===== src/sv/arp_pkg.sv =====
package arp_pkg;

  // Relocation type numbers from the ARM ELF ABI
  localparam logic [7:0] R_NONE         = 8'd0;
  localparam logic [7:0] R_ABS32        = 8'd2;
  localparam logic [7:0] R_REL32        = 8'd3;
  localparam logic [7:0] R_ABS16        = 8'd5;
  localparam logic [7:0] R_ABS12        = 8'd6;
  localparam logic [7:0] R_ABS8         = 8'd8;
  localparam logic [7:0] R_GOTOFF       = 8'd24;
  localparam logic [7:0] R_GOTPC        = 8'd25;
  localparam logic [7:0] R_GOT32        = 8'd26;
  localparam logic [7:0] R_CALL         = 8'd28;
  localparam logic [7:0] R_JUMP24       = 8'd29;
  localparam logic [7:0] R_TARGET1      = 8'd38;
  localparam logic [7:0] R_TARGET2      = 8'd41;
  localparam logic [7:0] R_PREL31       = 8'd42;
  localparam logic [7:0] R_MOVW_ABS_NC  = 8'd43;
  localparam logic [7:0] R_MOVT_ABS     = 8'd44;
  localparam logic [7:0] R_MOVW_PREL_NC = 8'd45;
  localparam logic [7:0] R_MOVT_PREL    = 8'd46;
  localparam logic [7:0] R_MOVW_BREL_NC = 8'd84;
  localparam logic [7:0] R_MOVT_BREL    = 8'd85;
  localparam logic [7:0] R_MOVW_BREL    = 8'd86;
  localparam logic [7:0] R_GOT_ABS      = 8'd95;
  localparam logic [7:0] R_GOT_PREL     = 8'd96;

  // Status codes
  localparam logic [2:0] ST_OK       = 3'd0;
  localparam logic [2:0] ST_RELAXED  = 3'd1;
  localparam logic [2:0] ST_OVERFLOW = 3'd2;
  localparam logic [2:0] ST_VENEER   = 3'd3;
  localparam logic [2:0] ST_NOGOT    = 3'd4;
  localparam logic [2:0] ST_UNKNOWN  = 3'd5;

  // Byte write masks
  localparam logic [3:0] MASK_NONE = 4'h0;
  localparam logic [3:0] MASK_BYTE = 4'h1;
  localparam logic [3:0] MASK_HALF = 4'h3;
  localparam logic [3:0] MASK_WORD = 4'hF;

  // Configuration register indexes
  localparam int unsigned CFG_IDX_W = 4;
  localparam logic [CFG_IDX_W-1:0] CFG_GOT_BASE = 4'd0;
  localparam logic [CFG_IDX_W-1:0] CFG_RELAX    = 4'd1;

  // Low 28 bits of the NOP (MOV r0, r0) used by relaxation
  localparam logic [27:0] NOP_LOW = 28'h1A00000;

  // Request after the first register stage: the input-only sums are done
  typedef struct packed {
    logic [7:0]  cmd;
    logic [31:0] sa;       // S + A
    logic [31:0] ap;       // A - P
    logic [31:0] gea;      // GOT entry + A
    logic [31:0] place;
    logic        ge_none;
    logic [31:0] word;
  } arp_item_t;

  typedef struct packed {
    logic [31:0] patched_word;
    logic [3:0]  byte_mask;
    logic [2:0]  status;
  } arp_result_t;

  // Place a 16-bit immediate into the MOVW/MOVT imm4:imm12 fields
  function automatic logic [31:0] movw_merge(input logic [31:0] w, input logic [15:0] v);
    movw_merge = {w[31:20], v[15:12], w[15:12], v[11:0]};
  endfunction

endpackage


===== src/sv/arp_core.sv =====
module arp_core (
  input  arp_pkg::arp_item_t   item,
  input  logic [31:0]          got_addr,
  input  logic                 relax_en,
  output arp_pkg::arp_result_t result
);

  logic [31:0] sap;
  logic [31:0] gep;
  logic [31:0] goff;
  logic [31:0] gpc;
  logic [31:0] abs12_mag;
  logic [31:0] w;
  logic        fit16;
  logic        fit8;
  logic        fit12;
  logic        fit31;
  logic        fit_branch;
  logic        relax_hit;
  logic [15:0] relax_hi;
  logic [31:0] res;
  logic [3:0]  mask;
  logic [2:0]  st;

  // Second-level sums, one adder deep each
  assign w         = item.word;
  assign sap       = item.sa - item.place;
  assign gep       = item.gea - item.place;
  assign goff      = item.sa - got_addr;
  assign gpc       = got_addr + item.ap;
  assign abs12_mag = item.sa[31] ? (32'd0 - item.sa) : item.sa;

  // Range checks on the sign-extended values
  assign fit16      = (item.sa[31:16] == 16'h0000) || (&item.sa[31:15]);
  assign fit8       = (item.sa[31:8] == 24'h000000) || (&item.sa[31:7]);
  assign fit12      = (abs12_mag[31:12] == 20'h00000);
  assign fit31      = (sap[31] == sap[30]);
  assign fit_branch = (sap[31:25] == 7'h00) || (&sap[31:25]);

  // Detect a MOVT whose upper half is redundant
  assign relax_hi = (item.cmd == arp_pkg::R_MOVT_PREL) ? sap[31:16] : item.sa[31:16];

  always_comb begin
    relax_hit = 1'b0;
    if (relax_en && ((item.cmd == arp_pkg::R_MOVT_ABS) || (item.cmd == arp_pkg::R_MOVT_BREL) ||
                     (item.cmd == arp_pkg::R_MOVT_PREL))) begin
      relax_hit = (relax_hi == 16'h0000) ||
                  ((item.cmd == arp_pkg::R_MOVT_PREL) && (relax_hi == 16'hFFFF));
    end
  end

  // Pick the patch value for each relocation type
  always_comb begin
    res  = w;
    mask = arp_pkg::MASK_WORD;
    st   = arp_pkg::ST_OK;
    unique case (item.cmd)
      arp_pkg::R_NONE: begin
        mask = arp_pkg::MASK_NONE;
      end
      arp_pkg::R_ABS32, arp_pkg::R_TARGET1: begin
        res = item.sa;
      end
      arp_pkg::R_REL32, arp_pkg::R_TARGET2: begin
        res = sap;
      end
      arp_pkg::R_ABS16: begin
        if (!fit16) begin
          st = arp_pkg::ST_OVERFLOW;
        end else begin
          res  = {w[31:16], item.sa[15:0]};
          mask = arp_pkg::MASK_HALF;
        end
      end
      arp_pkg::R_ABS8: begin
        if (!fit8) begin
          st = arp_pkg::ST_OVERFLOW;
        end else begin
          res  = {w[31:8], item.sa[7:0]};
          mask = arp_pkg::MASK_BYTE;
        end
      end
      arp_pkg::R_ABS12: begin
        if (!fit12) begin
          st = arp_pkg::ST_OVERFLOW;
        end else begin
          res = {w[31:24], ~item.sa[31], w[22:12], abs12_mag[11:0]};
        end
      end
      arp_pkg::R_PREL31: begin
        if (!fit31) begin
          st = arp_pkg::ST_OVERFLOW;
        end else begin
          res = {w[31], sap[30:0]};
        end
      end
      arp_pkg::R_CALL, arp_pkg::R_JUMP24: begin
        if (!fit_branch) begin
          st = arp_pkg::ST_VENEER;
        end else begin
          res = {w[31:24], sap[25:2]};
        end
      end
      arp_pkg::R_MOVW_ABS_NC, arp_pkg::R_MOVW_BREL_NC: begin
        res = arp_pkg::movw_merge(w, item.sa[15:0]);
      end
      arp_pkg::R_MOVT_ABS, arp_pkg::R_MOVT_BREL: begin
        res = arp_pkg::movw_merge(w, item.sa[31:16]);
      end
      arp_pkg::R_MOVW_PREL_NC: begin
        res = arp_pkg::movw_merge(w, sap[15:0]);
      end
      arp_pkg::R_MOVT_PREL: begin
        res = arp_pkg::movw_merge(w, sap[31:16]);
      end
      arp_pkg::R_MOVW_BREL: begin
        if (!fit16) begin
          st = arp_pkg::ST_OVERFLOW;
        end else begin
          res = arp_pkg::movw_merge(w, item.sa[15:0]);
        end
      end
      arp_pkg::R_GOT32, arp_pkg::R_GOT_ABS: begin
        if (item.ge_none) begin
          st = arp_pkg::ST_NOGOT;
        end else begin
          res = item.gea;
        end
      end
      arp_pkg::R_GOT_PREL: begin
        if (item.ge_none) begin
          st = arp_pkg::ST_NOGOT;
        end else begin
          res = gep;
        end
      end
      arp_pkg::R_GOTOFF: begin
        if (got_addr == 32'd0) begin
          st = arp_pkg::ST_NOGOT;
        end else begin
          res = goff;
        end
      end
      arp_pkg::R_GOTPC: begin
        if (got_addr == 32'd0) begin
          st = arp_pkg::ST_NOGOT;
        end else begin
          res = gpc;
        end
      end
      default: begin
        st = arp_pkg::ST_UNKNOWN;
      end
    endcase

    // Drop the patch on any error; relaxation overrides everything
    if (st != arp_pkg::ST_OK) begin
      res  = w;
      mask = arp_pkg::MASK_NONE;
    end
    if (relax_hit) begin
      res  = {w[31:28], arp_pkg::NOP_LOW};
      mask = arp_pkg::MASK_WORD;
      st   = arp_pkg::ST_RELAXED;
    end
  end

  assign result.patched_word = res;
  assign result.byte_mask    = mask;
  assign result.status       = st;

endmodule


===== src/sv/arm32_relocation_patch.sv =====
// ARM32 ELF relocation patch unit. Each request (start high while busy is
// low) carries one relocation and the word at its place; exactly one result
// follows, shown for a single cycle with out_valid high; it is registered in
// the output register after the input register. The unit takes a request in
// every cycle: S+A, A-P and GOT+A are formed as the request enters the input
// register, and the stage after it finishes the P and GOT-base sums, the
// range checks and the field merge. busy never rises, and the receiver cannot
// stall, so a result must be captured in the cycle it is strobed.
// Configuration writes (cfg_valid, always ready) must come while no request
// is in flight: index 0 is the GOT base, index 1 the MOVT relaxation enable.
module arm32_relocation_patch (
  input  logic                         clk,
  input  logic                         rst_n,
  input  logic                         start,
  output logic                         busy,
  input  logic [7:0]                   in_cmd,
  input  logic [31:0]                  in_symbol_value,
  input  logic signed [31:0]           in_addend,
  input  logic [31:0]                  in_place,
  input  logic signed [31:0]           in_got_entry,
  input  logic [31:0]                  in_original_word,
  output logic                         out_valid,
  output logic [31:0]                  out_patched_word,
  output logic [3:0]                   out_byte_mask,
  output logic [2:0]                   out_status,
  input  logic                         cfg_valid,
  output logic                         cfg_ready,
  input  logic [arp_pkg::CFG_IDX_W-1:0] cfg_index,
  input  logic [31:0]                  cfg_data
);

  logic [31:0]          got_addr_r;
  logic                 relax_r;
  logic                 item_vld_r;
  arp_pkg::arp_item_t   item_r;
  arp_pkg::arp_item_t   item_nxt;
  arp_pkg::arp_result_t calc;
  logic                 out_vld_r;
  arp_pkg::arp_result_t res_r;
  logic                 accept;

  assign busy      = 1'b0;
  assign cfg_ready = 1'b1;
  assign accept    = start && !busy;

  // Write configuration registers
  always_ff @(posedge clk) begin
    if (!rst_n) begin
      got_addr_r <= 32'd0;
      relax_r    <= 1'b1;
    end else if (cfg_valid && cfg_ready) begin
      if (cfg_index == arp_pkg::CFG_GOT_BASE) begin
        got_addr_r <= cfg_data;
      end else if (cfg_index == arp_pkg::CFG_RELAX) begin
        relax_r <= cfg_data[0];
      end
    end
  end

  // Form the first-level sums from the request fields
  always_comb begin
    item_nxt.cmd     = in_cmd;
    item_nxt.sa      = in_symbol_value + unsigned'(in_addend);
    item_nxt.ap      = unsigned'(in_addend) - in_place;
    item_nxt.gea     = unsigned'(in_got_entry) + unsigned'(in_addend);
    item_nxt.place   = in_place;
    item_nxt.ge_none = in_got_entry[31];
    item_nxt.word    = in_original_word;
  end

  // Hold the request in the input stage
  always_ff @(posedge clk) begin
    if (!rst_n) begin
      item_vld_r <= 1'b0;
    end else begin
      item_vld_r <= accept;
    end
    if (accept) begin
      item_r <= item_nxt;
    end
  end

  arp_core u_core (
    .item     (item_r),
    .got_addr (got_addr_r),
    .relax_en (relax_r),
    .result   (calc)
  );

  // Register the result and strobe it for one cycle
  always_ff @(posedge clk) begin
    if (!rst_n) begin
      out_vld_r <= 1'b0;
    end else begin
      out_vld_r <= item_vld_r;
    end
    if (item_vld_r) begin
      res_r <= calc;
    end
  end

  assign out_valid        = out_vld_r;
  assign out_patched_word = res_r.patched_word;
  assign out_byte_mask    = res_r.byte_mask;
  assign out_status       = res_r.status;

endmodule

===== config.mk =====
export PLATFORM = sky130hd
export DESIGN_NAME = arm32_relocation_patch
export DESIGN_NICKNAME = d
export VERILOG_FILES = /design/src/sv/arp_pkg.sv /design/src/sv/arp_core.sv /design/src/sv/arm32_relocation_patch.sv
export SDC_FILE = /design/constraint.sdc
export NUM_CORES = 1
export LEC_CHECK = 0
export BUFFER_PORTS_ARGS = -buffer_cell sky130_fd_sc_hd__buf_4
export CAP_MARGIN = 20
export CORE_MARGIN = 2
export CORE_UTILIZATION = 43
export DETAILED_ROUTE_END_ITERATION = 16
export GPL_TIMING_DRIVEN = 0
export SKIP_CTS_REPAIR_TIMING = 1
export SYNTH_ARGS = -nofsm -noshare
export SYNTH_HDL_FRONTEND = slang
export SYNTH_SLANG_ARGS = --single-unit

===== constraint.sdc =====
create_clock -name clk -period 8.85 [get_ports clk]
set_input_delay 1.3275 -clock clk [delete_from_list [all_inputs] [get_ports clk]]
set_output_delay 1.3275 -clock clk [all_outputs]
set_load 0.02 [all_outputs]

==> Word level (Yosys, flattened, before mapping) <==
Cells that the tools add are included.
{ "totals": {"ff_bits": 243, "out_inout_bits": 42} }
{ "classes": {"add_sub_neg": 8, "eq_ne": 25, "muxes": 28, "bitwise": 2, "reduce_logical": 32} }
{ "ops": {"columns": ["op", "n"], "rows": [
  ["one-hot mux 32 bit (16 select lines)", 1],
  ["2-to-1 mux 32 bit", 7],
  ["subtractor 32 bit", 4],
  ["adder 32 bit", 3],
  ["== test 8 x 6 -> 1 bit, second input constant", 7],
  ["2-to-1 mux 24 bit", 2],
  ["== test 8 x 5 -> 1 bit, second input constant", 5],
  ["== test 8 x 7 -> 1 bit, second input constant", 5],
  ["zero test 16 bit", 2],
  ["zero test 32 bit", 1],
  ["2-to-1 mux 16 bit", 2],
  ["subtractor 1 x 32 -> 32 bit, first input constant", 1],
  ["2-to-1 mux 31 bit", 1],
  ["AND reduction 25 bit", 1],
  ["zero test 24 bit", 1],
  ["one-hot mux 3 bit (8 select lines)", 1],
  ["zero test 20 bit", 1],
  ["2-to-1 mux 20 bit", 1],
  ["AND reduction 17 bit", 1],
  ["== test 16 bit, second input constant", 1],
  ["== test 8 x 2 -> 1 bit, second input constant", 2],
  ["== test 8 x 3 -> 1 bit, second input constant", 2],
  ["OR reduction 2 bit", 8],
  ["2-to-1 mux 4 bit", 3],
  ["20 further kinds", 32]
]} }

==> Logic depth before layout (Yosys ltp) <==
{ "logic_depth": {"depth_word": 8, "mapped_depth": 18, "ltp_nobuf": 17} }

==> Cells and area by module <==
A second synthesis with hierarchy kept.
{ "unflattened": {"cells_unflattened": 2782, "area_unflattened_um2": 23832.9} }
{ "modules_own_cells": {"columns": ["mod", "n_inst", "cells_each", "area_each_um2", "seq_area_each_um2"], "rows": [
  ["arm32_relocation_patch", 1, 1027, 12231.7, 6946.7],
  ["arp_core", 1, 1755, 11601.1, 0.0]
]} }

==> Worst setup path after synthesis <==
Ideal clock, no wire load.
{ "synth_path": {"path_kind": "register to register", "start": "register item_r[129] (netlist bit)", "end": "register res_r, in the netlist out_patched_word[15] (data pin)", "setup_time_ns": 0.256, "arrival_time_ns": 4.055, "required_ns": 8.594, "path_slack_ns": 4.538, "stages_incl_launch_ff": 18, "n_path_buf": 1, "period_less_slack_ns": 4.312, "path_cell_list": "edfxtp_1 inv_1 ha_1 inv_1 fa_1 a211oi_1 o21ai_0 a31o_2 a21o_1 a31oi_2 o21ai_0 xnor2_1 or4_4 o221ai_1 nand2_2 buf_6 a221o_1 a22o_1"} }
{ "synth_via": {"elab_chain_cells": 7, "word_cells_on_any_way": 25, "cone_classes": "add/sub (3); eq/ne (2); mux (12); reduce/logical (8)"} }
{ "synth_lines": {"columns": ["element", "line_no", "text"], "rows": [
  ["start: declaration", "arm32_relocation_patch.sv:35", "arp_pkg::arp_item_t item_r;"],
  ["start signal: assignment", "arm32_relocation_patch.sv:79", "item_r <= item_nxt;"],
  ["subtractor 1 x 32 -> 32 bit / subtractor 32 bit (equally long branches)", "arp_core.sv:31, arp_core.sv:27", null],
  ["2-to-1 mux 32 bit, or another cell as far along", "arp_core.sv:31", "assign abs12_mag = item.sa[31] ? (32'd0 - item.sa) : item.sa;"],
  ["zero test 20 bit / logical OR 1 bit (equally long branches)", "arp_core.sv:36, arp_core.sv:38", null],
  ["2-to-1 mux 2 bit, on equally long branches", "arp_core.sv:84, arp_core.sv:98", null],
  ["one-hot mux 3 bit (8 select lines)", "arp_core.sv:57", "unique case (item.cmd)"],
  ["nonzero test 3 bit", "arp_core.sv:157", "if (st != arp_pkg::ST_OK) begin"],
  ["2-to-1 mux 32 bit", "arp_core.sv:157", null],
  ["end signal: assignment", "arm32_relocation_patch.sv:98", "res_r <= calc;"],
  ["end: declaration", "arm32_relocation_patch.sv:39", "arp_pkg::arp_result_t res_r;"]
]} }
Several ways; a longest one is shown, not always the timed one.
A chain may end at the register's enable or synchronous reset.

==> key figures <==
Run status
  – Status: finished clean

Critical path
  – Slowest cell on crit path: xnor2_1
  – Reg2Reg Setup Slack: roughly 2.4 ns
  – CP Capture Type: flip-flop
  – Worst path arrival time: 6.70 ns
  – Crit-path cells: inv_1 > ha_1 > inv_1 > fa_1 > a211oi_1 > o21ai_0 > a31o_2 > a21o_1 > a31oi_2 > o21ai_0 > xnor2_1 > nand3_1 > o221ai_1 > nand2_2 > buf_6 > clkbuf_1 > o21ai_0 > o211ai_1
  – Critical path type: reg -> reg
  – Worst path required time: 9.13 ns
  – Crit-path most repeated cell: o21ai_0
  – Crit Path Max Fanout: 10
  – CP top delay family: compound AO/OA/AOI/OAI gates
  – Setup crit start kind: flip-flop
  – Max incr delay on CP: 0.64 ns
  – Buffers plus inverters on the worst setup path: 4

Yosys
  – Synth Area in Compound Gates: 27.0%
  – Synthesized area: 0.0232 mm²
  – Post-Synth XOR/XNOR Area: 6.95%
  – Asr flop ratio synth: 0%
  – Ranking of synthesized cells by area: edfxtp_1 27%, ha_1 12%, xnor2_1 4.7%
  – Synth Area in Simple Gates: 18.0%
  – Count of cell types in the netlist: ~100
  – Post-synthesis mux area share: 1.09%
  – EDFF count, synth: just over 200
  – Seq/Total Area, Yosys: approximately 30%
  – Yosys top cell area share: 26.8%
  – Main combinational cell family by area after synthesis: compound AO/OA/AOI/OAI gates
  – Syn nets: 3123
  – Number of synthesized register bits: 242
  – Top FF cell, synth: edfxtp_1
  – Adder-cell share of the synthesized area: 12.4%
  – Dominant cell type by area after synthesis: edfxtp_1
  – Yosys warning count: 0
  – Synth Instances: 2690
  – Synth Area per Inst: about 8.6 µm²

Pwr
  – Leakage power: around 11 nW
  – Power Density: 183 mW/mm²
  – Tot Pwr: 4.94 mW
  – Worst vdd ir: 137 µV

Die
  – DIE WIDTH: between 200 and 250 µm
  – Full die area: 0.0557 mm²
  – Die H: between 200 and 250 µm
  – I/O pin count: 250
  – Initial Util: 43.3%
  – Core Footprint: 0.0535 mm²
  – Row count: 85

CTS
  – Worst skew pair latency: 0.59 ns
  – CTS Sinks: ~240
  – CTS Buffer Depth: 3
  – CTS buffer count: 28
  – Clk slew on worst S/H paths: 0.06 ns
  – CTS tree: done
  – H-tree depth: 1
  – CTS Root Cell: clkbuf_16

Layout
  – Layout area overhead: 16.5%
  – Commonest non-fill, non-tap cell in the layout: buf_4
  – Layout net count: 3404
  – Commonest non-fill, non-tap cells in the layout: 252 x buf_4, 218 x ha_1, 216 x nand2_1, 207 x edfxtp_1, 204 x a21oi_1
  – Ant. Diodes: 0
  – Number of fillers in the final layout: 5125
  – Layout cells sized above 1: 12.6%

Timing
  – Max Clk Rate: approximately 160 MHz
  – Slew Limit Headroom: 20.0%
  – RSZ-0062 raised after global routing: no
  – Final setup margin: 2.43 ns
  – Final Hold Vio Count: 0
  – Slew Limit Fails: 0
  – Setup TNS: 0 ns
  – Hold_ws: roughly 0.52 ns
  – Worst Skew: 0.0172 ns
  – Final setup fails: 0
  – Fin crit share: 72.6%
  – Actual slew at the worst max-slew pin: 1.19 ns
  – Post-layout min period: 6.42 ns

Global route
  – Largest net degree at the start of global routing: 113
  – Total Routing Usage GR: 35.5%
  – Number of global-route vias before repair: 22600
  – Met1 usage: approximately half
  – Global route hottest layer: met2
  – GRT met3 Usage: around 5.5%
  – Initial antenna violation count: 3
  – Met2 usage: 55.5%
  – First-pass GRT wire length: 147000 µm
  – Grt ovf: 0

Drt
  – Avg WL per Cell: between 20 and 30 µm
  – 1st-iter DRT viols: 2562
  – Final wirelength: 102000 µm
  – First-pass iteration count of the detailed router: 7
  – Via count: 23500
  – Post-route ant nets: 0
  – Drc violations: 0
  – DR vias/cell: about 6.4

Placed design
  – Dpl hpwl: 83900 µm
  – GP Congestion: roughly 0.98
  – Worst slack at placement: 2.63 ns
  – Port bufs: 247

Min path
  – Type of the tightest min-delay check: reg -> reg

Run
  – Max Cap Violations: 0
flip-flops by register name, indices dropped and copies added (netlist names):
register	cells
item_r	169
got_addr_r	32
out_patched_word	32
out_byte_mask	3
out_status	3
item_vld_r	1
out_valid	1
relax_r	1
synth_stat cells (10+ instances only):
cell type / n
a22oi_1: 26
o221ai_1: 21
a41oi_1: 12
nor4_1: 30
buf_2: 12
and2_1: 21
o21ai_0: 157
o31a_1: 13
nand2_1: 216
o22ai_1: 23
a31oi_1: 27
ha_1: 218
o31ai_1: 19
o21a_1: 44
xor2_1: 57
o21bai_1: 21
clkbuf_1: 76
a222oi_1: 13
a221oi_1: 30
nor2_1: 199
nor2b_1: 37
and3_1: 29
a221o_1: 19
inv_1: 176
nand2b_1: 40
xnor2_1: 125
nand4_1: 48
nor3_1: 52
a21oi_1: 204
a211oi_1: 24
or3_1: 16
o211ai_1: 32
a21boi_0: 39
a21o_1: 82
dfxtp_1: 35
or2_2: 16
mux2i_1: 18
nand3_1: 67
edfxtp_1: 207
and4_1: 10
through the flow:
step                      cells  utilization, %  cell area [µm²]
after global routing       3689            50.4            27000
after detailed placement   3637            48.5            26000
after global placement     3633            48.4            25900
final                      3689            50.4            27000
after CTS                  3689            50.4            27000
after floorplan            2690               -            23200
worst reg2reg max path: stages, from the launching register on:
cell and delay [ns]:
edfxtp_1 0.48, inv_1 0.23, ha_1 0.22, inv_1 0.06
fa_1 0.42, a211oi_1 0.40, o21ai_0 0.27, a31o_2 0.35
a21o_1 0.21, a31oi_2 0.50, o21ai_0 0.22, xnor2_1 0.64
nand3_1 0.29, o221ai_1 0.38, nand2_2 0.22, buf_6 0.22
clkbuf_1 0.30, o21ai_0 0.44, o211ai_1 0.27
cell families (layout without fill, tap and decap cells):
| group | Yosys count | count (layout) |
|---|---|---|
| xor gates and xnor gates | 183 | 183 |
| buffers and inverters | 276 | 579 |
| and+or+nand+nor | 831 | 831 |
| muxes | 24 | 24 |
| adders and majority gates | 225 | 225 |
| AOI/OAI and AO/OA | 907 | 907 |
| DFF | 242 | 242 |
| other | 2 | 2 |
routing by layer:
metal | vias up | wire length [µm]
met5 | - | 27
li1 | 10800 | -
met4 | 4 | 4420
met1 | 11400 | 44200
met3 | 230 | 8530
met2 | 1189 | 44400
where the power goes:
part | internal [mW] | total [mW] | switching [mW]
sequential | 1.40 | 1.57 | 0.174
clock | 0.776 | 1.27 | 0.494
combinational | 0.748 | 2.10 | 1.35
total | 2.92 | 4.94 | 2.02
cell type report:
class / instances / area (µm²) / share of cell area, %
multi-input cells: 2172 / 15200 / 56.3
clock inverters: 13 / 143 / 0.529
well taps: 696 / 871 / 3.23
flip-flops and latches: 242 / 6920 / 25.6
clock buffers: 39 / 878 / 3.26
inverters: 177 / 664 / 2.46
plain buffers: 99 / 413 / 1.53
repair buffers: 251 / 1910 / 7.09
final timing paths:
path | to | cells past startpoint | startpoint
worst min-delay path | got_addr_r[20]$_SDFFE_PN0P_ | 2 | got_addr_r[20]$_SDFFE_PN0P_
worst max-delay path | out_patched_word[29]$_DFFE_PP_ | 18 | item_r[129]$_DFFE_PP_
worst max register to register | out_patched_word[29]$_DFFE_PP_ | 18 | item_r[129]$_DFFE_PP_
worst min register to register | got_addr_r[20]$_SDFFE_PN0P_ | 2 | got_addr_r[20]$_SDFFE_PN0P_
Note: power is estimated with default switching activity, not from simulation.
